===== config.mk =====
export PLATFORM = sky130hd
export DESIGN_NAME = dual_protocol_frame_demux_unit
export DESIGN_NICKNAME = d
export VERILOG_FILES = /design/src/design/dpfd_pkg.sv /design/src/design/dual_protocol_frame_demux_unit.sv
export SDC_FILE = /design/constraint.sdc
export NUM_CORES = 1
export LEC_CHECK = 0
export BUFFER_PORTS_ARGS = -buffer_cell sky130_fd_sc_hd__buf_4
export CAP_MARGIN = 10
export CORE_MARGIN = 2
export CORE_UTILIZATION = 45
export CTS_CLUSTER_DIAMETER = 40
export DETAILED_ROUTE_END_ITERATION = 16
export PLACE_DENSITY = 0.62
export SETUP_SLACK_MARGIN = 0.15
export SYNTH_ARGS = -nofsm -noshare
export SYNTH_HDL_FRONTEND = slang
export SYNTH_SLANG_ARGS = --single-unit

===== constraint.sdc =====
create_clock -name clk -period 7.3 [get_ports clk]
set_clock_uncertainty 0.05 [all_clocks]
set_input_delay 1.095 -clock clk [delete_from_list [all_inputs] [get_ports clk]]
set_output_delay 1.095 -clock clk [all_outputs]
set_load 0.005 [all_outputs]

===== src/design/dpfd_pkg.sv =====
// dual protocol frame demux: shared package
// codes, widths and the result record used by the top level
`default_nettype none

package dpfd_pkg;

    localparam int LOOK_DEPTH   = 6;
    localparam int COUNT_W      = 3;
    localparam int REMAIN_W     = 17;
    localparam int CFG_INDEX_W  = 3;
    localparam int CFG_DATA_W   = 16;

    // frame length overheads
    localparam logic [REMAIN_W-1:0] LEGACY_OVERHEAD = 17'd5;
    localparam logic [REMAIN_W-1:0] SENSOR_OVERHEAD = 17'd10;

    localparam logic [COUNT_W-1:0] LEGACY_HDR_BYTES = 3'd4;
    localparam logic [COUNT_W-1:0] SENSOR_HDR_BYTES = 3'd6;
    localparam logic [COUNT_W-1:0] MIN_JUDGE_BYTES  = 3'd2;

    // byte kinds
    localparam logic [2:0] KIND_LEGACY      = 3'd0;
    localparam logic [2:0] KIND_SENSOR      = 3'd1;
    localparam logic [2:0] KIND_DROP_NOHDR  = 3'd2;
    localparam logic [2:0] KIND_DROP_LEGLEN = 3'd3;
    localparam logic [2:0] KIND_DROP_SENHDR = 3'd4;

    // frame phase
    localparam logic [1:0] PH_HUNT   = 2'd0;
    localparam logic [1:0] PH_LEGACY = 2'd1;
    localparam logic [1:0] PH_SENSOR = 2'd2;

    // register indexes
    localparam logic [CFG_INDEX_W-1:0] REG_LEG_HEAD_FIRST  = 3'd0;
    localparam logic [CFG_INDEX_W-1:0] REG_LEG_HEAD_SECOND = 3'd1;
    localparam logic [CFG_INDEX_W-1:0] REG_LEG_MAX_PAYLOAD = 3'd2;
    localparam logic [CFG_INDEX_W-1:0] REG_SEN_MAGIC_FIRST = 3'd3;
    localparam logic [CFG_INDEX_W-1:0] REG_SEN_MAGIC_SECOND = 3'd4;
    localparam logic [CFG_INDEX_W-1:0] REG_SEN_VERSION     = 3'd5;
    localparam logic [CFG_INDEX_W-1:0] REG_SEN_MAX_PAYLOAD = 3'd6;

    typedef struct packed {
        logic [7:0] data;
        logic [2:0] kind;
        logic       first;
        logic       last;
        logic       run_end;
    } result_t;

endpackage

`default_nettype wire


===== src/design/dual_protocol_frame_demux_unit.sv =====
// dual protocol frame demux: top level with lookahead, scan sequencer and output register
// depends on dpfd_pkg
`default_nettype none

// a byte of a frame being streamed comes out in the cycle after its transfer,
// and the next byte may follow in the next cycle unless the output is stalled.
// a byte taken while hunting for a header holds in_stall high through the judge and finish states,
// and while the six-byte lookahead is scanned again, one judge, dropped or emitted byte
// per cycle through the single scan sequencer, and longer while the output is stalled.
// reset: all control state, lookahead count and registers return to defaults; no clearing pass
module dual_protocol_frame_demux_unit
    import dpfd_pkg::*;
(
    input  wire logic                   clk,
    input  wire logic                   rst_n,
    input  wire logic                   in_valid,
    output logic                        in_stall,
    input  wire logic [7:0]             rx_byte,
    output logic                        out_valid,
    input  wire logic                   out_stall,
    output logic [7:0]                  data_byte,
    output logic [2:0]                  byte_kind,
    output logic                        frame_first,
    output logic                        frame_last,
    output logic                        run_end,
    input  wire logic                   cfg_valid,
    output logic                        cfg_ready,
    input  wire logic [CFG_INDEX_W-1:0] cfg_index,
    input  wire logic [CFG_DATA_W-1:0]  cfg_data
);

    localparam logic [1:0] ST_IDLE   = 2'd0;
    localparam logic [1:0] ST_EVAL   = 2'd1;
    localparam logic [1:0] ST_EMIT   = 2'd2;
    localparam logic [1:0] ST_FINISH = 2'd3;

    logic [7:0]  leg_first_reg;
    logic [7:0]  leg_second_reg;
    logic [7:0]  leg_max_reg;
    logic [7:0]  sen_first_reg;
    logic [7:0]  sen_second_reg;
    logic [7:0]  sen_version_reg;
    logic [15:0] sen_max_reg;

    logic [1:0]          state_reg, state_next;
    logic [1:0]          phase_reg, phase_next;
    logic [1:0]          emit_phase_reg, emit_phase_next;
    logic [COUNT_W-1:0]  count_reg, count_next;
    logic [COUNT_W-1:0]  emit_left_reg, emit_left_next;
    logic                emit_first_reg, emit_first_next;
    logic [REMAIN_W-1:0] remain_reg, remain_next;
    logic [7:0]          look_reg [LOOK_DEPTH];
    logic [7:0]          look_next [LOOK_DEPTH];
    logic                out_valid_reg, out_valid_next;
    result_t             out_reg, out_next;
    logic                pend_valid_reg, pend_valid_next;
    result_t             pend_reg, pend_next;

    logic        out_free;
    logic        can_push;
    logic        push;
    result_t     push_res;
    logic        do_shift;
    logic        streaming;
    logic        in_xfer;
    logic [15:0] sen_len;
    logic [REMAIN_W-1:0] leg_total;

    assign cfg_ready = 1'b1;
    assign out_free  = !out_valid_reg || !out_stall;
    assign can_push  = !pend_valid_reg || out_free;
    assign streaming = (phase_reg == PH_LEGACY) || (phase_reg == PH_SENSOR);
    assign in_stall  = (state_reg != ST_IDLE) || (streaming && !out_free);
    assign in_xfer   = in_valid && !in_stall;
    assign sen_len   = {look_reg[5], look_reg[4]};
    assign leg_total = {9'd0, look_reg[3]} + LEGACY_OVERHEAD;

    always_comb
    begin
        state_next      = state_reg;
        phase_next      = phase_reg;
        emit_phase_next = emit_phase_reg;
        count_next      = count_reg;
        emit_left_next  = emit_left_reg;
        emit_first_next = emit_first_reg;
        remain_next     = remain_reg;
        look_next       = look_reg;
        out_next        = out_reg;
        out_valid_next  = out_valid_reg && !out_free;
        pend_valid_next = pend_valid_reg;
        pend_next       = pend_reg;
        push            = 1'b0;
        push_res        = '0;
        do_shift        = 1'b0;

        case (state_reg)
            ST_IDLE:
            begin
                if (in_xfer)
                begin
                    if (streaming)
                    begin
                        out_next.data    = rx_byte;
                        out_next.kind    = (phase_reg == PH_SENSOR) ? KIND_SENSOR : KIND_LEGACY;
                        out_next.first   = 1'b0;
                        out_next.last    = (remain_reg <= 17'd1);
                        out_next.run_end = 1'b1;
                        out_valid_next   = 1'b1;
                        if (remain_reg <= 17'd1)
                        begin
                            remain_next = '0;
                            phase_next  = PH_HUNT;
                        end
                        else
                        begin
                            remain_next = remain_reg - 17'd1;
                        end
                    end
                    else
                    begin
                        phase_next = PH_HUNT;
                        if (count_reg < COUNT_W'(LOOK_DEPTH))
                        begin
                            look_next[count_reg] = rx_byte;
                            count_next = count_reg + 3'd1;
                        end
                        state_next = ST_EVAL;
                    end
                end
            end
            ST_EVAL:
            begin
                if (count_reg < MIN_JUDGE_BYTES)
                begin
                    state_next = ST_FINISH;
                end
                else if (look_reg[0] == leg_first_reg && look_reg[1] == leg_second_reg)
                begin
                    if (count_reg < LEGACY_HDR_BYTES)
                    begin
                        state_next = ST_FINISH;
                    end
                    else if (look_reg[3] > leg_max_reg)
                    begin
                        if (can_push)
                        begin
                            push          = 1'b1;
                            push_res.data = look_reg[0];
                            push_res.kind = KIND_DROP_LEGLEN;
                            do_shift      = 1'b1;
                        end
                    end
                    else
                    begin
                        remain_next     = leg_total;
                        // a zero-length frame ends inside a full lookahead
                        emit_left_next  = (REMAIN_W'(count_reg) < leg_total) ?
                                          count_reg : leg_total[COUNT_W-1:0];
                        emit_first_next = 1'b1;
                        emit_phase_next = PH_LEGACY;
                        state_next      = ST_EMIT;
                    end
                end
                else if (look_reg[0] == sen_first_reg && look_reg[1] == sen_second_reg)
                begin
                    if (count_reg < SENSOR_HDR_BYTES)
                    begin
                        state_next = ST_FINISH;
                    end
                    else if (look_reg[2] != sen_version_reg || sen_len > sen_max_reg)
                    begin
                        if (can_push)
                        begin
                            push          = 1'b1;
                            push_res.data = look_reg[0];
                            push_res.kind = KIND_DROP_SENHDR;
                            do_shift      = 1'b1;
                        end
                    end
                    else
                    begin
                        remain_next     = {1'b0, sen_len} + SENSOR_OVERHEAD;
                        emit_left_next  = count_reg;
                        emit_first_next = 1'b1;
                        emit_phase_next = PH_SENSOR;
                        state_next      = ST_EMIT;
                    end
                end
                else if (can_push)
                begin
                    push          = 1'b1;
                    push_res.data = look_reg[0];
                    push_res.kind = KIND_DROP_NOHDR;
                    do_shift      = 1'b1;
                end
            end
            ST_EMIT:
            begin
                if (can_push)
                begin
                    push            = 1'b1;
                    push_res.data   = look_reg[0];
                    push_res.kind   = (emit_phase_reg == PH_SENSOR) ? KIND_SENSOR : KIND_LEGACY;
                    push_res.first  = emit_first_reg;
                    push_res.last   = (remain_reg == 17'd1);
                    do_shift        = 1'b1;
                    emit_first_next = 1'b0;
                    remain_next     = remain_reg - 17'd1;
                    emit_left_next  = emit_left_reg - 3'd1;
                    if (emit_left_reg == 3'd1)
                    begin
                        if (remain_reg == 17'd1)
                        begin
                            // frame ended inside the lookahead: scan the rest
                            phase_next = PH_HUNT;
                            state_next = ST_EVAL;
                        end
                        else
                        begin
                            phase_next = emit_phase_reg;
                            state_next = ST_FINISH;
                        end
                    end
                end
            end
            ST_FINISH:
            begin
                if (!pend_valid_reg)
                begin
                    state_next = ST_IDLE;
                end
                else if (out_free)
                begin
                    out_next         = pend_reg;
                    out_next.run_end = 1'b1;
                    out_valid_next   = 1'b1;
                    pend_valid_next  = 1'b0;
                    state_next       = ST_IDLE;
                end
            end
            default:
            begin
                state_next = ST_IDLE;
            end
        endcase

        // newest result waits in the pending slot until its run_end is known
        if (push)
        begin
            if (pend_valid_reg)
            begin
                out_next       = pend_reg;
                out_valid_next = 1'b1;
            end
            pend_next       = push_res;
            pend_valid_next = 1'b1;
        end

        if (do_shift)
        begin
            for (int i = 0; i < LOOK_DEPTH - 1; i++)
            begin
                look_next[i] = look_reg[i+1];
            end
            count_next = count_reg - 3'd1;
        end
    end

    always_ff @(posedge clk or negedge rst_n)
    begin
        if (!rst_n)
        begin
            state_reg      <= ST_IDLE;
            phase_reg      <= PH_HUNT;
            emit_phase_reg <= PH_HUNT;
            count_reg      <= '0;
            emit_left_reg  <= '0;
            emit_first_reg <= 1'b0;
            remain_reg     <= '0;
            out_valid_reg  <= 1'b0;
            pend_valid_reg <= 1'b0;
        end
        else
        begin
            state_reg      <= state_next;
            phase_reg      <= phase_next;
            emit_phase_reg <= emit_phase_next;
            count_reg      <= count_next;
            emit_left_reg  <= emit_left_next;
            emit_first_reg <= emit_first_next;
            remain_reg     <= remain_next;
            out_valid_reg  <= out_valid_next;
            pend_valid_reg <= pend_valid_next;
        end
    end

    always_ff @(posedge clk)
    begin
        look_reg <= look_next;
        out_reg  <= out_next;
        pend_reg <= pend_next;
    end

    always_ff @(posedge clk or negedge rst_n)
    begin
        if (!rst_n)
        begin
            leg_first_reg   <= 8'h55;
            leg_second_reg  <= 8'hAA;
            leg_max_reg     <= 8'd64;
            sen_first_reg   <= 8'hA5;
            sen_second_reg  <= 8'h5A;
            sen_version_reg <= 8'd1;
            sen_max_reg     <= 16'd128;
        end
        else if (cfg_valid && cfg_ready)
        begin
            case (cfg_index)
                REG_LEG_HEAD_FIRST:   leg_first_reg   <= cfg_data[7:0];
                REG_LEG_HEAD_SECOND:  leg_second_reg  <= cfg_data[7:0];
                REG_LEG_MAX_PAYLOAD:  leg_max_reg     <= cfg_data[7:0];
                REG_SEN_MAGIC_FIRST:  sen_first_reg   <= cfg_data[7:0];
                REG_SEN_MAGIC_SECOND: sen_second_reg  <= cfg_data[7:0];
                REG_SEN_VERSION:      sen_version_reg <= cfg_data[7:0];
                REG_SEN_MAX_PAYLOAD:  sen_max_reg     <= cfg_data;
                default:              ;
            endcase
        end
    end

    assign out_valid   = out_valid_reg;
    assign data_byte   = out_reg.data;
    assign byte_kind   = out_reg.kind;
    assign frame_first = out_reg.first;
    assign frame_last  = out_reg.last;
    assign run_end     = out_reg.run_end;

    a_pend_empty_idle: assert property (@(posedge clk) disable iff (!rst_n)
        (state_reg == ST_IDLE) |-> !pend_valid_reg)
        else $error("pending result left over in idle");

    a_count_bound: assert property (@(posedge clk) disable iff (!rst_n)
        (state_reg == ST_IDLE) |-> (count_reg < COUNT_W'(LOOK_DEPTH)))
        else $error("lookahead full while idle");

    a_stream_remain: assert property (@(posedge clk) disable iff (!rst_n)
        (state_reg == ST_IDLE && phase_reg != PH_HUNT) |-> (remain_reg != '0))
        else $error("streaming with no bytes remaining");

    a_marks_on_frames: assert property (@(posedge clk) disable iff (!rst_n)
        (out_valid_reg && (out_reg.first || out_reg.last)) |->
        (out_reg.kind == KIND_LEGACY || out_reg.kind == KIND_SENSOR))
        else $error("frame mark on a dropped byte");

endmodule

`default_nettype wire


# Yosys cells after proc, flatten, opt, wreduce, memory -nomap -nowiden
# Index checks and enable logic that the tools add are counted.
[word_totals]
wordCells = 243
output_inout_bits = 17
regBits = 171
inputBits = 32
[op_classes]
eq_ne = 40
n_addsub = 6
muxes = 112
n_lt_le_gt_ge = 9
reduce_logical = 42
bitwise_logic = 3
[ops]
columns = ["cell", "count"]
rows = [
  ["48-bit two-way mux", 4],
  ["17-bit two-way mux", 11],
  ["11-bit two-way mux", 10],
  ["14-bit two-way mux", 6],
  ["17-bit case mux with 3 select lines", 1],
  ["2-bit two-way mux", 25],
  ["48-bit bitwise mux", 1],
  ["3-bit two-way mux", 14],
  ["40-bit two-way mux", 1],
  ["8-bit equality test", 4],
  ["1-bit two-way mux", 28],
  ["14-bit case mux with 2 select lines", 1],
  ["8-bit demux with 3-bit select", 1],
  ["11-bit case mux with 2 select lines", 1],
  ["3-bit inequality test, second input constant", 7],
  ["2-bit inequality test, second input constant", 10],
  ["16-bit by 4-bit adder with 17-bit output, second input constant", 1],
  ["17-bit by 1-bit equality test with 1-bit output, second input constant", 1],
  ["17-bit by 1-bit <= comparator with 1-bit output, second input constant", 1],
  ["17-bit by 1-bit subtractor with 17-bit output, second input constant", 1],
  ["16-bit greater-than comparator", 1],
  ["2-bit AND reduction", 8],
  ["8-bit AND reduction", 2],
  ["2-bit nonzero test", 8],
  ["36 further kinds", 64],
]

# Longest topological paths before layout
# Gate-level depths: netlist of run 1.
[logic_depth]
depth_word = 12
depth_mapped = 13
depth_no_buf = 12

# Worst setup path before layout of run 1
# OpenSTA, ideal clock, no wires.
[synth_path]
kind = "reg2reg"
startpoint = "reg look_reg[5] (netlist name)"
endpoint = "reg count_reg[2]"
path_stages_with_launch = 12
path_slack_ns = 4.087
setup_time_ns = 0.126
n_path_buf = 0
required_time_ns = 7.124
t_arrival_ns = 3.037
cell_sequence = "edfxtp_1 > ha_1 > nand4_1 > or4_1 > a21oi_1 > nor4_1 > o21ai_1 > a311oi_4 > fa_1 > o31a_1 > o21ai_0 > nand3_1"
[synth_between]
elab_chain_cells = 10
word_cells_on_any_way = 14
cone_classes = "order compare (1); eq/ne (1); mux (7); reduce/logical (5)"
[synth_rtl]
columns = ["item", "line", "rtl"]
rows = [
  ["start: declaration", "dual_protocol_frame_demux_unit.sv:52", "logic [7:0] look_reg [LOOK_DEPTH];"],
  ["start signal: assignment", "dual_protocol_frame_demux_unit.sv:299", "look_reg <= look_next;"],
  ["16-bit greater-than comparator *", "dual_protocol_frame_demux_unit.sv:170", "else if (look_reg[2] != sen_version_reg || sen_len > sen_max_reg)"],
  ["1-bit logical OR *", "dual_protocol_frame_demux_unit.sv:170", ""],
  ["1-bit two-way mux *", "dual_protocol_frame_demux_unit.sv:170", ""],
  ["1-bit two-way mux *", "dual_protocol_frame_demux_unit.sv:166", "if (count_reg < SENSOR_HDR_BYTES)"],
  ["1-bit two-way mux *", "dual_protocol_frame_demux_unit.sv:164", "else if (look_reg[0] == sen_first_reg && look_reg[1] == sen_second_reg)"],
  ["1-bit two-way mux *", "dual_protocol_frame_demux_unit.sv:137", "else if (look_reg[0] == leg_first_reg && look_reg[1] == leg_second_reg)"],
  ["1-bit two-way mux *", "dual_protocol_frame_demux_unit.sv:133", "if (count_reg < MIN_JUDGE_BYTES)"],
  ["1-bit case mux with 2 select lines *", "dual_protocol_frame_demux_unit.sv:96", "case (state_reg)"],
  ["2-bit inequality test (no line) or 2-bit nonzero test (tied branches)", "--", ""],
  ["4-bit AND reduction (no line)", "--", ""],
  ["end signal: assignment", "dual_protocol_frame_demux_unit.sv:288", "count_reg <= count_next;"],
  ["end: declaration", "dual_protocol_frame_demux_unit.sv:48", "logic [COUNT_W-1:0] count_reg, count_next;"],
]
# Every way passes the cells marked *; elsewhere a longest branch is shown, timed or not.
# A chain may end at the register's enable or synchronous reset.

==> metrics.md, run 1 <==
| Metric | Value |
|---|---|
| Outcome | `complete, no violations` |
| Synthesized area | `0.00948 mm²` |
| CTS tree | `yes` |
| Setup_tns | `0 ns` |
| Worst Setup Start Kind | `flip-flop` |
| Syn_area_per_cell | `9.97 µm²` |
| Worst slew margin | `0.259` |
| Final Cycle Share | `0.579` |
| Root buffer cell | `clkbuf_16` |
| Detail Placement HPWL | `around 17000 µm` |
| Met2 WL | `11000 µm` |
| Most used DFF post-synth | `dfrtp_1` |
| Final Util | `0.514` |
| Slew @ Worst Pin | `1.10 ns` |
| CP most frequent cell | `o21ai_1` |
| Largest stage delay, worst path | `0.61 ns` |
| Htree depth | `4` |
| Chip height | `149 µm` |
| WHS | `0.428 ns` |
| Post-detailed-route count of antenna-violating nets | `0` |
| FP Rows | `53` |
| Fill count | `1933` |
| Ports | `between 40 and 50` |
| Syn nets | `1021` |
| Die width | `149 µm` |
| Length of routed met3 wiring | `959 µm` |
| Synth warn | `0` |
| Gr ovfl total | `0` |
| Worst-path cell chain | `ha_1 > nand4_1 > nor2_1 > or3_1 > nor4_1 > o21ai_1 > a311oi_4 > inv_2 > buf_4 > nand2_1 > o21ai_1` |
| Crit path time final | `4.23 ns` |
| Vias in the first global route | `about 6800` |
| Yosys top cell by area | `dfrtp_1` |
| CP endpoint kind | `flip-flop` |
| Hold-fix buffers at CTS | `0` |
| Core box area | `0.0208 mm²` |
| Final WL | `23200 µm` |
| # diodes | `0` |
| Initial antenna violation count | `0` |
| Distinct cells, synth | `69` |
| Mapped Cells | `~950` |
| Required time of the worst setup path | `7.40 ns` |
| PortBufs | `47` |
| RSZ-0062 raised after global routing | `no` |
| Worst-path maximum fanout | `99` |
| Max reg flops | `48` |
| Placer Congestion | `0.853` |
| Logic pwr share | `0.419` |
| Net Sw Frac | `0.425` |
| Post-synth top area share | `0.203` |
| Post-synth EDFFs | `between 60 and 70` |
| Cts repair resizes | `0` |
| Flop pwr share | `0.385` |
| Fin. Hold Viols | `0` |
| Pwr dens | `449 mW/mm²` |
| Layout cells sized above 1 | `0.187` |
| Clock latency on the worst-skew pair | `0.44 ns` |
| Worst vdd rail ir drop | `235 µV` |
| Area of the multi-input gates | `0.00460 mm²` |
| Initial Util | `0.455` |
| Global-route wire length before repair | `37200 µm` |
| Min-delay worst type | `flip-flop to flip-flop` |
| Drt pass-1 iters | `5` |
| CP max-delay cell | `nor4_1` |
| Fin nets | `~1100` |
| DP Worst Slack | `3.07 ns` |
| Routed WL per cell | `18.2 µm` |
| Crit path kind | `flip-flop to flip-flop` |
| Clock Sinks | `171` |
| Metal1 wirelength | `11000 µm` |
| Post-CTS setup buffer count | `0` |
| Post-synth ARST share | `0.561` |
| Sequential area share after synthesis | `0.479` |
| Largest net degree at the start of global routing | `100` |
| FF+latch area | `0.00454 mm²` |
| Vias | `7139` |
| DRC Markers | `0` |
| Ranking of synthesized cells by area | `dfrtp_1, edfxtp_1, mux2_2, nand2_1, dfstp_2` |
| Final setup vio count | `0` |
| Leak | `approximately 4.3 nW` |
| Net Sw Power | `2.04 mW` |
| Max Clk Rate | `237 MHz` |
| GRT Util Overall | `0.217` |
| DR vias/cell | `about 5.6` |
| Arr. time, crit path | `4.33 ns` |
| Clock-pin slew on the worst setup and hold paths | `roughly 0.08 ns` |
| P&R area growth vs syn | `13.0%` |
| Synthesis-stage register bit count | `171` |
| Internal | `2.77 mW` |
| Clock power frac | `0.196` |
| Clk buf depth | `2` |
| Final WS setup | `3.07 ns` |
| Top Metal Used | `met4` |
| Pins Over Slew Limit | `0` |
| Initial DRC Count | `471` |
| Die ar. | `0.0222 mm²` |
| Maxcap violations | `0` |
| CTS Buf Count | `17` |
-- area by class of cell --
| type | instances | share of cell area |
|---|---|---|
| multi-input cells | 697 | 0.429 |
| clock buffers | 18 | 0.0420 |
| flip-flops and latches | 171 | 0.424 |
| repair buffers | 60 | 0.0420 |
| inverters | 43 | 0.0151 |
| clock inverters | 14 | 0.0160 |
| well taps | 275 | 0.0321 |
-- power by group through the flow --
stage	registers, mW	clock network (mW)	logic (mW)
floorplan	1.69	0	1.61
global placement	1.86	0	1.97
detailed placement	1.86	0	2.01
CTS	1.85	0.957	2.02
global route	1.89	0.996	2.29
finish	1.85	0.943	2.02
-- worst max-delay path: cells and delay by family, from the launching register on --
family / cells / cell delay (ns)
flops: 1 / 0.49
compound gates: 3 / 0.97
buf+inv: 2 / 0.66
simple gates: 5 / 1.38
fa+ha+maj: 1 / 0.34
-- kinds of logic after synthesis --
group | share of synthesized area
xor+xnor | 0.0564
buf+inv | 0.0363
other cells | 0.000396
simple gates | 0.150
fa+ha+maj | 0.0510
compound gates | 0.133
mux | 0.0940
flops | 0.479
-- Yosys cell counts (8+ instances only) --
cell type,count
nand2_1,143
dfrtp_1,77
mux2_2,66
nor2_1,66
o21ai_0,64
edfxtp_1,61
o21ai_1,45
inv_1,41
ha_1,37
xnor2_1,35
a21oi_1,31
clkbuf_1,26
xor2_1,26
dfstp_2,19
nand4_1,15
dfxtp_1,14
nand3_1,14
nor3_1,14
a31oi_1,13
and2_1,9
a22oi_1,8
buf_2,8
mux2i_1,8
nor4_1,8
-- stage by stage --
stage	std cells	power, mW	area (µm²)
3_3_place_gp	1245	3.83	10100
2_1_floorplan	951	3.30	9480
5_1_grt	1278	5.17	10700
3_5_place_dp	1245	3.88	10100
6_report	1278	4.81	10700
4_1_cts	1277	4.83	10700
-- worst paths after layout --
path                       cells past startpoint  slack, ns    startpoint                end
setup / recovery                              11       3.07   look_reg[6]       look_reg[11]
hold / removal                                 1       0.43  byte_kind[2]       byte_kind[2]
setup reg to reg                              11       3.07   look_reg[6]       look_reg[11]
hold reg to reg                                1       0.43  byte_kind[2]       byte_kind[2]
max in group asynchronous                      2       5.42         rst_n  sen_second_reg[5]
min in group asynchronous                      1       0.60         rst_n     remain_reg[15]
-- layer usage --
metal  GRT usage  vias up
li1            -     3473
met5           0        -
met4      0.0448        0
met1       0.311     3475
met2       0.350      163
met3      0.0346       28
-- cell usage in the layout (no fill, tap or decap), types with 6 or more instances in the layout --
| master | Yosys | layout |
|---|---|---|
| a22oi_1 | 8 | 8 |
| and2_1 | 9 | 9 |
| dfrtp_1 | 77 | 77 |
| nand2_1 | 143 | 143 |
| o21ai_1 | 45 | 45 |
| inv_1 | 41 | 41 |
| nor4_1 | 8 | 8 |
| mux2_1 | 6 | 6 |
| nand2b_1 | 6 | 6 |
| o21ai_0 | 64 | 64 |
| ha_1 | 37 | 37 |
| mux2i_1 | 8 | 8 |
| a21oi_1 | 31 | 31 |
| a31oi_1 | 13 | 13 |
| dfstp_2 | 19 | 19 |
| buf_4 | 2 | 59 |
| clkbuf_16 | 0 | 18 |
| mux2_2 | 66 | 66 |
| a21o_1 | 6 | 6 |
| xor2_1 | 26 | 26 |
| dfxtp_1 | 14 | 14 |
| nand4_1 | 15 | 15 |
| edfxtp_1 | 61 | 61 |
| and3_1 | 6 | 6 |
| xnor2_1 | 35 | 35 |
| nor2_1 | 66 | 66 |
| nor3_1 | 14 | 14 |
| nand3_1 | 14 | 14 |
(Power assumes the default switching activity.)
==> run 2: changes to the inputs <==
==> constraint.sdc (replaced) <==
create_clock -name clk -period 4.4 [get_ports clk]
set_clock_uncertainty 0.05 [all_clocks]
set_input_delay 0.66 -clock clk [delete_from_list [all_inputs] [get_ports clk]]
set_output_delay 0.66 -clock clk [all_outputs]
set_load 0.005 [all_outputs]
==> run 2 against run 1 <==
Effect of this change:
- die area unchanged
- setup slack got worse by 2.4 ns
- routed wire length decreased by 1.5%
- critical path type unchanged
- largest cell class unchanged
- largest power group unchanged
==> metrics.md, run 2 (same netlist as run 1, synthesis figures left out) <==
| Metric | Value |
|---|---|
| Outcome | `complete, no violations` |
| Leak | `around 4.3 nW` |
| Reg2reg setup slack | `0.69 ns` |
| Clock latency on the worst-skew pair | `~0.44 ns` |
| Worst Setup Start Kind | `flip-flop` |
| Post-DP Area | `0.0101 mm²` |
| PortBufs | `47` |
| Worst vdd rail ir drop | `between 400 and 500 µV` |
| Stages on the worst setup path | `12` |
| R2R depth | `12` |
| Clk buf depth | `2` |
| FP Rows | `between 50 and 60` |
| Htree depth | `4` |
| Arr. time, crit path | `3.97 ns` |
| Crit path kind | `flip-flop to flip-flop` |
| Die ar. | `0.0222 mm²` |
| Min-delay worst type | `input port to async pin` |
| Vias | `7125` |
| Fin. Hold Viols | `0` |
| Clock Sinks | `171` |
| Initial Util | `0.455` |
| Worst slew margin | `0.206` |
| Core box area | `0.0208 mm²` |
| Max reg flops | `48` |
| Setup crit end | `count_reg[2]` |
| CTS tree | `yes` |
| Chip height | `149 µm` |
| Initial DRC Count | `536` |
| Layout cells sized above 1 | `0.187` |
| Max Clk Rate | `about 270 MHz` |
| Global-route wire length before repair | `36400 µm` |
| CP endpoint kind | `flip-flop` |
| Crit path time final | `3.71 ns` |
| Setup_tns | `0 ns` |
| Slew @ Worst Pin | `1.18 ns` |
| Reg2reg end | `count_reg[2]` |
| Worst-path cell chain | `ha_1 > nand4_1 > or4_1 > a21oi_1 > nor4_1 > o21ai_1 > a311oi_4 > buf_4 > fa_1 > o31a_1 > o21ai_0 > nand3_1` |
| Die width | `149 µm` |
| Initial antenna violation count | `0` |
| Final Instance Area | `~0.011 mm²` |
| Met1 usage | `0.305` |
| Most frequent cells in the layout | `nand2_1, dfrtp_1, nor2_1, mux2_2, o21ai_0` |
| Post-detailed-route count of antenna-violating nets | `0` |
| Detail Placement HPWL | `16500 µm` |
| DRC Markers | `0` |
| Global routing met3 resource utilization | `0.0358` |
| Fill count | `~1900` |
| DR vias/cell | `5.57` |
| Largest stage delay, worst path | `0.62 ns` |
| Root buffer cell | `clkbuf_16` |
| Drt pass-1 iters | `5` |
| Reg-to-Reg Start | `look_reg[5]` |
| Buf/Inv on CP | `1` |
| Top delay family on crit path | `compound AO/OA/AOI/OAI gates` |
| Pins Over Slew Limit | `0` |
| Cts repair resizes | `0` |
| Final Cycle Share | `0.844` |
| Worst-path maximum fanout | `10` |
| Maxcap violations | `0` |
| CP startpoint | `look_reg[5]` |
| Largest net degree at the start of global routing | `around 110` |
| P&R area growth vs syn | `13.0%` |
| Fin nets | `1061` |
| Most common cell after layout, fill and taps aside | `nand2_1` |
| Pwr dens | `~740 mW/mm²` |
| GRT Util Overall | `0.213` |
| Routed WL per cell | `17.9 µm` |
| RSZ-0062 raised after global routing | `no` |
| CTS Buf Count | `17` |
| Placer Congestion | `0.843` |
| # diodes | `0` |
| Ports | `49` |
| Clock-pin slew on the worst setup and hold paths | `0.07 ns` |
| CP max-delay cell | `or4_1` |
| Final WL | `22900 µm` |
| Post-CTS setup buffer count | `0` |
| Met2 GRT Util | `0.338` |
| Global route hottest layer | `met2` |
| Gr ovfl total | `0` |
| Final setup vio count | `0` |
| Required time of the worst setup path | `4.66 ns` |
| Hold-fix buffers at CTS | `0` |
| Vias in the first global route | `roughly 6600` |
[run 2: per-stage QoR]
stage | instances | total power [mW] | setup slack (ns) | hold WS (ns) | util
6_report | 1279 | 7.93 | 0.688 | 0.157 | 0.514
5_1_grt | 1279 | 8.54 | 0.568 | 0.201 | 0.514
4_1_cts | 1279 | 7.97 | 0.677 | 0.182 | 0.514
3_5_place_dp | 1247 | 6.42 | 0.697 | 0.420 | 0.486
3_3_place_gp | 1247 | 6.36 | 0.754 | 0.409 | 0.486
2_1_floorplan | 951 | 5.48 | 1.19 | 0.314 | -
[run 2: layer usage]
layer  part of all wire  vias to the layer above  wire length, µm
li1                   -                     3469                -
met1               0.48                     3484            10900
met2               0.47                      149            10700
met3              0.043                       23              982
met4              0.013                        0              304
met5                  0                        -                0
[run 2: layout make-up]
class / instances / area (µm²) / area share
clock buffer: 19 / 454 / 0.0424
clock inverter: 13 / 146 / 0.0137
inverter: 43 / 161 / 0.0151
multi-input combinational: 697 / 4600 / 0.429
sequential: 171 / 4540 / 0.424
tap: 275 / 344 / 0.0321
timing repair buffer: 61 / 470 / 0.0439
[run 2: worst register-to-register path: stages (launching register included)]
cell,delay [ns]
edfxtp_1,0.48
ha_1,0.34
nand4_1,0.17
or4_1,0.62
a21oi_1,0.16
nor4_1,0.10
o21ai_1,0.37
a311oi_4,0.14
buf_4,0.20
fa_1,0.43
o31a_1,0.29
o21ai_0,0.15
nand3_1,0.09
[run 2: how the worst min path moves through the flow]
| stage | from | end | slack [ns] | depth (start not counted) |
|---|---|---|---|---|
| floorplan | rst_n | count_reg[0] | 0.31 | 0 |
| global placement | pend_reg[10] | data_byte[4] | 0.41 | 1 |
| detailed placement | byte_kind[2] | byte_kind[2] | 0.42 | 1 |
| CTS | rst_n | remain_reg[11] | 0.18 | 1 |
| global route | rst_n | remain_reg[11] | 0.20 | 1 |
| finish | rst_n | remain_reg[12] | 0.16 | 1 |
[run 2: where the power goes]
part,switching (mW),total (mW),internal [mW],leakage (nW)
combinational,2.00,3.35,1.34,2.19
sequential,0.616,3.06,2.45,1.85
clock,0.722,1.52,0.796,0.296
total,3.34,7.93,4.59,4.33
==> run 3: changes to the inputs <==
--- a/config.mk
+++ b/config.mk
@@ -11,7 +11,7 @@
 export CORE_UTILIZATION = 45
 export CTS_CLUSTER_DIAMETER = 40
 export DETAILED_ROUTE_END_ITERATION = 16
-export PLACE_DENSITY = 0.62
+export PLACE_DENSITY = 0.64
 export SETUP_SLACK_MARGIN = 0.15
 export SYNTH_ARGS = -nofsm -noshare
 export SYNTH_HDL_FRONTEND = slang
==> constraint.sdc (replaced) <==
create_clock -name clk -period 3.3 [get_ports clk]
set_clock_uncertainty 0.05 [all_clocks]
set_input_delay 0.495 -clock clk [delete_from_list [all_inputs] [get_ports clk]]
set_output_delay 0.495 -clock clk [all_outputs]
set_load 0.005 [all_outputs]
==> run 3 against run 2 <==
Effect of this change:
- utilization up 2.3 points
- sequential share of layout area down 1.8 points
- clock power up 36%
- first-iteration DRC count down 9.1%
- global-route usage up 0.45 points
- combinational power up 56%
- design area up 4.5%
- setup slack worse by 0.55 ns
- cell count up 3.7%
- critical path depth up 1
- clock-buffer cell count down 2
- largest cell class unchanged
==> metrics.md, run 3 (same netlist as run 1, synthesis figures left out) <==
| Metric | Value |
|---|---|
| Vias in the first global route | `between 6000 and 7000` |
| RSZ-0062 raised after global routing | `yes` |
| Final Instance Area | `between 0.01 and 0.015 mm²` |
| Core box area | `0.0208 mm²` |
| Worst-path cell chain | `ha_1 > nand4_1 > buf_4 > or4_4 > a21oi_2 > nor4_2 > buf_4 > o21ai_4 > a311oi_4 > fa_2 > o31a_1 > o21ai_1 > nand3_1` |
| Global-route wire length before repair | `37300 µm` |
| Fin nets | `1108` |
| Worst vdd rail ir drop | `522 µV` |
| PortBufs | `47` |
| Dpl cells | `around 1300` |
| Initial antenna violation count | `0` |
| Ports | `49` |
| Global routing met3 resource utilization | `0.0333` |
| Gr ovfl total | `0` |
| P&R area growth vs syn | `18.1%` |
| Max reg flops | `48` |
| Fin. Hold Viols | `0` |
| Arr. time, crit path | `3.43 ns` |
| Outcome | `complete, no violations` |
| Worst-path maximum fanout | `4` |
| CP endpoint kind | `flip-flop` |
| Clock Sinks | `171` |
| Vias | `7403` |
| # diodes | `0` |
| CP most frequent cell | `buf_4` |
| Clock-pin slew on the worst setup and hold paths | `approximately 0.080 ns` |
| Final Util | `0.538` |
| Root buffer cell | `clkbuf_16` |
| Fill count | `1866` |
| Final setup vio count | `0` |
| Worst slew margin | `0.625` |
| CTS Buf Count | `17` |
| Placer Congestion | `0.854` |
| Initial Util | `0.455` |
| Crit path kind | `flip-flop to flip-flop` |
| Post-detailed-route count of antenna-violating nets | `0` |
| Most common cell after layout, fill and taps aside | `nand2_1` |
| GRT Util Overall | `0.217` |
| Leak | `4.59 nW` |
| WHS | `between 0.2 and 0.25 ns` |
| Clk buf depth | `2` |
| Most frequent cells in the layout | `nand2_1, buf_4, dfrtp_1, mux2_2, nor2_1` |
| Chip height | `149 µm` |
| CTS tree | `yes` |
| Die ar. | `between 0.02 and 0.025 mm²` |
| Largest net degree at the start of global routing | `between 100 and 150` |
| Die width | `approximately 150 µm` |
| Global route hottest layer | `met2` |
| Initial DRC Count | `around 490` |
| Crit path time final | `3.16 ns` |
| FP Rows | `53` |
| Worst Setup Start Kind | `flip-flop` |
| Maxcap violations | `0` |
| Setup_tns | `0 ns` |
| Required time of the worst setup path | `3.57 ns` |
| Post-DP Area | `0.0104 mm²` |
| Clock latency on the worst-skew pair | `approximately 0.43 ns` |
| Layout cells sized above 1 | `0.236` |
| Slew @ Worst Pin | `0.560 ns` |
| Met2 GRT Util | `0.343` |
| FF+latch area | `0.00454 mm²` |
| Detail Placement HPWL | `16900 µm` |
| Routed WL per cell | `18.1 µm` |
| DRC Markers | `0` |
| Final Cycle Share | `0.957` |
| Pwr dens | `about 1000 mW/mm²` |
| Max Clk Rate | `317 MHz` |
| Htree depth | `4` |
| Pins Over Slew Limit | `0` |
| Largest stage delay, worst path | `~0.43 ns` |
| Drt pass-1 iters | `5` |
| Met1 usage | `0.312` |
| Fin cells | `1326` |
| CP max-delay cell | `or4_4` |
| Area of the multi-input gates | `0.00467 mm²` |
| Final WL | `~24000 µm` |
| Min-delay worst type | `input port to flip-flop` |
| DR vias/cell | `5.58` |
run 3: cell count changes in the layout (fill, tap and decap cells not counted), sizes merged:
| cell | change |
|---|---|
| clkbuf | -1 |
| dlygate4sd3 | +1 |
| a31o | +1 |
| clkinv | +2 |
| buf | +44 |
run 3: critical path, delay by kind of cell, from the launching register on:
kind	cells	cell delay (ns)
AO/OA/AOI/OAI	5	0.83
AND/OR/NAND/NOR	4	0.72
adder cells (fa/ha/maj)	2	0.70
flip-flops	1	0.41
buffers and inverters	2	0.34
run 3: power breakdown:
group | internal, mW | total, mW | leakage [nW] | switching [mW]
logic | 2.17 | 5.23 | 2.44 | 3.05
registers | 3.25 | 3.92 | 1.85 | 0.667
clock network | 1.04 | 2.07 | 0.301 | 1.03
run 3: through the flow:
stage	setup WS (ns)	power [mW]
finish	0.143	11.2
CTS	0.130	11.0
global placement	0.0547	8.82
detailed placement	-0.0349	8.90
global route	-0.0191	12.0
floorplan	0.145	7.31
run 3: final cells by class:
cell class / count / area share
clock buffers: 17 / 0.0380
inverters: 43 / 0.0144
repair buffers: 107 / 0.0765
flip-flops and latches: 171 / 0.405
well taps: 275 / 0.0307
clock inverters: 15 / 0.0173
multi-input cells: 698 / 0.418
run 3: repair_timing:
item | CTS | global route
hold buffers | 1 | 0
buffers inserted | 0 | 3
cloned | 0 | 2
hold endpoints to repair | 34 | 0
setup endpoints to repair | 80 | 132
pin swaps | 2 | 4
gates resized for setup | 3 | 15
run 3: metal layers:
metal / share of wire / routed length [µm]
met1: 0.46 / 11200
met2: 0.47 / 11300
met3: 0.049 / 1190
met4: 0.014 / 336
met5: 0 / 0
run 3: final timing paths:
path                                   start         endpoint  slack [ns]  cells past startpoint
worst max register to register   look_reg[7]     count_reg[2]        0.14                     13
worst max-delay path             look_reg[7]     count_reg[2]        0.14                     13
min in group asynchronous              rst_n        out_valid        0.51                      2
worst min register to register  byte_kind[1]     byte_kind[1]        0.43                      1
max in group asynchronous              rst_n   sen_max_reg[7]        1.93                      3
worst min-delay path            cfg_data[13]  sen_max_reg[13]        0.24                      2
